`src/rtl/salru_pkg.sv`:
```
package salru_pkg;

    // Default sizes of the directory
    localparam int DEF_ADDR_BITS    = 32;
    localparam int DEF_MAX_SET_BITS = 10;
    localparam int DEF_MAX_WAYS     = 8;

    // Configuration port
    localparam int CFG_IDX_W  = 2;
    localparam int CFG_DATA_W = 5;

    localparam logic [CFG_IDX_W-1:0] CFG_OFFSET_BITS = 2'd0;
    localparam logic [CFG_IDX_W-1:0] CFG_SET_BITS    = 2'd1;
    localparam logic [CFG_IDX_W-1:0] CFG_WAYS        = 2'd2;

    localparam logic [4:0] RST_OFFSET_BITS = 5'd4;
    localparam logic [3:0] RST_SET_BITS    = 4'd6;
    localparam logic [3:0] RST_WAYS        = 4'd1;

    // Way index and age fields sized for the largest supported associativity
    localparam int SCAN_IDX_W = 4;

    typedef enum logic [2:0] {
        ST_CLEAR,
        ST_IDLE,
        ST_LOOKUP,
        ST_SCAN,
        ST_UPDATE,
        ST_RESP
    } t_state;

    // Sequencer to scan unit
    typedef struct packed {
        logic clear;
        logic step;
    } t_scan_ctl;

    // Scan unit to sequencer
    typedef struct packed {
        logic                  hit;
        logic [SCAN_IDX_W-1:0] hit_way;
        logic [SCAN_IDX_W-1:0] hit_age;
        logic                  empty;
        logic [SCAN_IDX_W-1:0] empty_way;
        logic [SCAN_IDX_W-1:0] vic_way;
        logic [SCAN_IDX_W-1:0] vic_age;
    } t_scan_res;

endpackage

```
`src/rtl/salru_way_scan.sv`:
```
module salru_way_scan #(
    parameter int ADDR_BITS = salru_pkg::DEF_ADDR_BITS,
    parameter int MAX_WAYS  = salru_pkg::DEF_MAX_WAYS,
    parameter int WAY_W     = (MAX_WAYS > 1) ? $clog2(MAX_WAYS) : 1,
    parameter int AGE_W     = WAY_W
) (
    input  logic                  i_clk,
    input  logic                  i_rst_n,
    input  salru_pkg::t_scan_ctl  i_ctl,
    input  logic [WAY_W-1:0]      i_way,
    input  logic [ADDR_BITS-1:0]  i_key,
    input  logic [ADDR_BITS-1:0]  i_ent_tag,
    input  logic                  i_ent_valid,
    input  logic [AGE_W-1:0]      i_ent_age,
    output salru_pkg::t_scan_res  o_res
);
    import salru_pkg::*;

    t_scan_res             r_res;
    logic                  w_match;
    logic                  w_older;
    logic [SCAN_IDX_W-1:0] w_way;
    logic [SCAN_IDX_W-1:0] w_age;

    // Shared compare unit: one tag compare and one age compare per way
    assign w_way   = SCAN_IDX_W'(i_way);
    assign w_age   = SCAN_IDX_W'(i_ent_age);
    assign w_match = i_ent_valid && (i_ent_tag == i_key);
    assign w_older = (i_way == '0) || (w_age > r_res.vic_age);

    // Accumulate first hit, first empty way and oldest way
    always_ff @(posedge i_clk) begin
        if (!i_rst_n) begin
            r_res.hit   <= 1'b0;
            r_res.empty <= 1'b0;
        end else if (i_ctl.clear) begin
            r_res.hit   <= 1'b0;
            r_res.empty <= 1'b0;
        end else if (i_ctl.step) begin
            if (w_match && !r_res.hit) begin
                r_res.hit     <= 1'b1;
                r_res.hit_way <= w_way;
                r_res.hit_age <= w_age;
            end
            if (!i_ent_valid && !r_res.empty) begin
                r_res.empty     <= 1'b1;
                r_res.empty_way <= w_way;
            end
            if (w_older) begin
                r_res.vic_way <= w_way;
                r_res.vic_age <= w_age;
            end
        end
    end

    assign o_res = r_res;

endmodule

```
`config.mk`:
```
export PLATFORM = sky130hd
export DESIGN_NAME = salru_way_scan
export DESIGN_NICKNAME = d
export VERILOG_FILES = /design/src/rtl/salru_pkg.sv /design/src/rtl/salru_way_scan.sv
export SDC_FILE = /design/constraint.sdc
export NUM_CORES = 1
export LEC_CHECK = 0
export ABC_CLOCK_PERIOD_IN_PS = 2550
export BUFFER_PORTS_ARGS = -buffer_cell sky130_fd_sc_hd__buf_2
export CAP_MARGIN = 5
export CORE_MARGIN = 1.5
export CORE_UTILIZATION = 35
export CTS_CLUSTER_DIAMETER = 80
export DETAILED_ROUTE_END_ITERATION = 6
export PLACE_DENSITY_LB_ADDON = 0.3
export SYNTH_ARGS = -nofsm -noshare
export SYNTH_HDL_FRONTEND = slang
export SYNTH_SLANG_ARGS = --single-unit
export TNS_END_PERCENT = 1
```
`constraint.sdc`:
```
create_clock -name i_clk -period 2.55 [get_ports i_clk]
set_input_delay 0.1275 -clock i_clk [delete_from_list [all_inputs] [get_ports i_clk]]
set_output_delay 0.1275 -clock i_clk [all_outputs]
set_load 0.02 [all_outputs]
```
Word-level counts from Yosys, hierarchy flattened
Cells that the tools add are included.
{"block": "classes", "addsub": 0, "mul": 0, "div": 0, "magnitude_cmp": 1, "n_eq_ne": 1, "shift": 0, "n_mux": 0, "n_bitwise": 2, "reduce_logical": 14}
{"op": "$eq 32x32->1", "count": 1}
{"op": "$reduce_and 4->1", "count": 3}
{"op": "$reduce_and 2->1", "count": 2}
{"op": "$gt 3x3->1", "count": 1}
{"op": "$logic_and 1x1->1", "count": 3}
{"op": "$logic_not 1->1", "count": 3}
{"op": "$logic_not 3->1", "count": 1}
{"op": "$not 1->1", "count": 2}
{"op": "$reduce_or 2->1", "count": 1}
{"op": "$logic_or 1x1->1", "count": 1}
{"block": "totals", "ff_bits": 17, "latchBits": 0, "ramBits": 0, "rom_bits": 0, "in_bits": 75, "output_inout_bits": 22, "wordCells": 25, "memories": 0}

Longest topological paths before layout
{"block": "depth", "depth_word": 4, "mapped_depth": 6, "depth_no_buf": 6}

Worst setup path before layout
Ideal clock, no wire load.
{"block": "synth_path", "kind": "flip-flop to flip-flop", "startpoint": "register r_res, in the netlist o_res[1]", "endpoint": "register r_res, in the netlist o_res[0], enable pin", "setup_time_ns": 0.363, "arrival_time_ns": 1.407, "t_required_ns": 2.187, "path_slack_ns": 0.779, "path_stages_with_launch": 7, "path_buffers": 0, "synth_period_minus_slack_ns": 1.771, "cell_sequence": "edfxtp_1 -> inv_1 -> ha_1 -> nor2b_1 -> o21a_1 -> o21ai_1 -> a21oi_1"}
{"block": "synth_between", "elab_chain_len": 3}
{"item": "start, declared", "line": "salru_way_scan.sv:19", "text": "t_scan_res r_res;"}
{"item": "$gt 3x3->1", "line": "salru_way_scan.sv:29", "text": "assign w_older = (i_way == '0) || (w_age > r_res.vic_age);"}
{"item": "$logic_or 1x1->1", "line": "salru_way_scan.sv:29"}
{"item": "$reduce_and 4->1 (no source line)"}
No other way between the ends.
A chain may end at the register's enable or synchronous reset.

Worst setup path after layout
{"block": "layout_path", "startpoint": "register r_res, in the netlist o_res[1]", "endpoint": "register r_res, in the netlist o_res[1], enable pin"}
Same word-level chain as after synthesis.

==> impl_metrics.env <==
export IMPL_grt_pass1_wl_um=3660
export IMPL_grt_total_usage=0.144
export IMPL_insertion_delay_ps=290
export IMPL_dp_cells=207
export IMPL_dr_pass1_iters=4
export IMPL_relSlewSlack=0.624
export IMPL_core_um2=2760
export IMPL_max_vdd_ir_drop_v=0.000305
export IMPL_crit_end="o_res[1]"
export IMPL_worst_r2r_path_depth=6
export IMPL_cts_sinks=17
export IMPL_die_width_um=57.1
export IMPL_netlist_instances=86
export IMPL_hold_viol_final=0
export IMPL_vias=957
export IMPL_required_ps=2470
export IMPL_numPortBuffers=91
export IMPL_pre_cts_ws_ps=597
export IMPL_grt_remaining_overflow=0
export IMPL_met1_usage=0.132
export IMPL_dr_first_iter_drc_count=22
export IMPL_ys_ff_latch=17
export IMPL_cts_tree="yes"
export IMPL_multiInputGateArea_um2=499
export IMPL_floorplan_initialDensity=0.371
export IMPL_fin_cells=211
export IMPL_layout_commonest_cell="buf_2"
export IMPL_clk_pin_slew_ps=100
export IMPL_die_area_um2=3260
export IMPL_fin_nets=259
export IMPL_cts_made_buffers=3
export IMPL_register_area_um2=490
export IMPL_route_detailed_drc=0
export IMPL_antenna_found_initial=0
export IMPL_finClkSkew_ps=11.8
export IMPL_finalSetupTns_ps=0
export IMPL_drt_wl_total_um=2400
export IMPL_cts_resized_gates=0
export IMPL_synth_cell_types=24
export IMPL_critPathMaxFanout=6
export IMPL_final_cell_mix="buf_2 (91), xnor2_1 (17), xor2_1 (15), edfxtp_1 (15), conb_1 (5)"
export IMPL_grt_max_degree=11
export IMPL_synth_area_um2=1020
export IMPL_final_area_um2=1520
export IMPL_ant_nets=0
export IMPL_r2r_end="o_res[1]"
export IMPL_setup_viol=0
export IMPL_drv_cap=0
export IMPL_met3_usage=0.0431
export IMPL_postLayoutCoreUtil=0.552
export IMPL_yosys_warnings=0
export IMPL_holdBufCountCts=0
export IMPL_diodes=0
export IMPL_die_h_um=57.1
export IMPL_fin_ws_ps=753
export IMPL_worstReg2RegStart="o_res[1]"
export IMPL_largest_reg_flops=17
export IMPL_n_fill_cell=262
export IMPL_busiest_layer="met2"
export IMPL_cts_root_buf="clkbuf_4"
export IMPL_finalCritPeriodShare=0.705
export IMPL_ios=97
export IMPL_power_density_nw_per_um2=385
export IMPL_rsz0062_at_grt="false"
export IMPL_status="complete, no violations"
export IMPL_endpoint_kind="flip-flop"
export IMPL_syn_area_per_cell_um2=11.9
export IMPL_htree_levels=1
export IMPL_area_growth_pct=48.8
export IMPL_crit_start="o_res[1]"
export IMPL_max_freq_ghz=0.556
export IMPL_arrival_ps=1720
export IMPL_clockBufferDepth=2
export IMPL_dp_hpwl_um=2220
export IMPL_regToRegSetupSlack_ps=750
export IMPL_hold_ws_ps=53.5
export IMPL_grt_pass1_vias=950
export IMPL_use_met2=0.286
export IMPL_gp_congestion=0.771
export IMPL_min_path_type="in -> reg"
export IMPL_finalMaxSlewViolations=0
export IMPL_power_leakage_nw=0.718
export IMPL_cts_setup_buffers=0
export IMPL_rows=19
export IMPL_p_total_mw=0.586
export IMPL_vias_per_cell=4.54
export IMPL_drive_gt1_frac=0.539
export IMPL_crit_path_start_kind="flip-flop"
export IMPL_synth_seq_area_share=0.479
export IMPL_placed_area_um2=1500
export IMPL_fin_crit_ps=1800
export IMPL_wl_per_cell_um=11.4
export IMPL_critPathKind="reg -> reg"
export IMPL_worstMarginPinSlew_ps=564
## worst max-delay path, cell delays in order (launching register included)
cell      delay (ps)
edfxtp_1         360
inv_1             50
ha_1             280
nor2b_1          130
o21a_1           110
o21ai_1           60
a21oi_1          460
## synthesized netlist by cell type
| cell type | instances | share of area |
|---|---|---|
| xnor2_1 | 17 | 0.15 |
| edfxtp_1 | 15 | 0.44 |
| xor2_1 | 15 | 0.13 |
| buf_4 | 5 | 0.037 |
| nand4_1 | 4 | 0.024 |
| ha_1 | 3 | 0.037 |
| inv_1 | 3 | 0.011 |
| nor4_1 | 3 | 0.018 |
| dfxtp_1 | 2 | 0.039 |
| nand3_1 | 2 | 0.0098 |
| nor2b_1 | 2 | 0.012 |
| nor3_1 | 2 | 0.0098 |
| o21a_1 | 2 | 0.015 |
| a21oi_1 | 1 | 0.0049 |
| a22o_1 | 1 | 0.0086 |
| and2_1 | 1 | 0.0061 |
| conb_1 | 1 | 0.0037 |
| nand2_1 | 1 | 0.0037 |
| nand3b_1 | 1 | 0.0073 |
| nor2b_2 | 1 | 0.0086 |
| nor4_2 | 1 | 0.012 |
| o21ai_1 | 1 | 0.0049 |
| or3_1 | 1 | 0.0061 |
| or4_1 | 1 | 0.0073 |
## how the worst min path moves through the flow
stage / cells past startpoint / slack (ps) / startpoint / endpoint
after floorplan: 0 / 230 / i_ent_age[0] / o_res[0]
after global placement: 1 / 350 / i_ent_age[0] / o_res[0]
after detailed placement: 1 / 350 / i_ent_age[0] / o_res[13]
after CTS: 1 / 40 / i_ent_age[2] / o_res[2]
after global routing: 1 / 40 / i_ent_age[2] / o_res[2]
final: 1 / 50 / i_way[1] / o_res[5]
## area by class of cell
cell class                 count  share of cell area
multi-input combinational     65               0.328
sequential                    17               0.322
timing repair buffer          91               0.299
tap                           31              0.0255
clock buffer                   3              0.0148
inverter                       3             0.00740
clock inverter                 1             0.00329
## cells by family after synthesis
logic type | after synthesis | share of synthesized area
xor+xnor | 32 | 0.274
buf+inv | 8 | 0.0477
simple gates | 20 | 0.126
compound gates | 5 | 0.0330
other cells | 1 | 0.00366
flops | 17 | 0.479
fa+ha+maj | 3 | 0.0367
## per-layer routing
metal	vias up	wire length [um]
li1	481	-
met1	417	809
met2	57	1340
met3	2	235
met4	0	14
met5	-	0
## power by group
group          internal (mW)  switching, mW  leakage, nW
logic                 0.0776         0.0632        0.548
clock network         0.0582         0.0799       0.0177
registers              0.306        0.00114        0.152
Note: power is estimated with default switching activity, not from simulation.
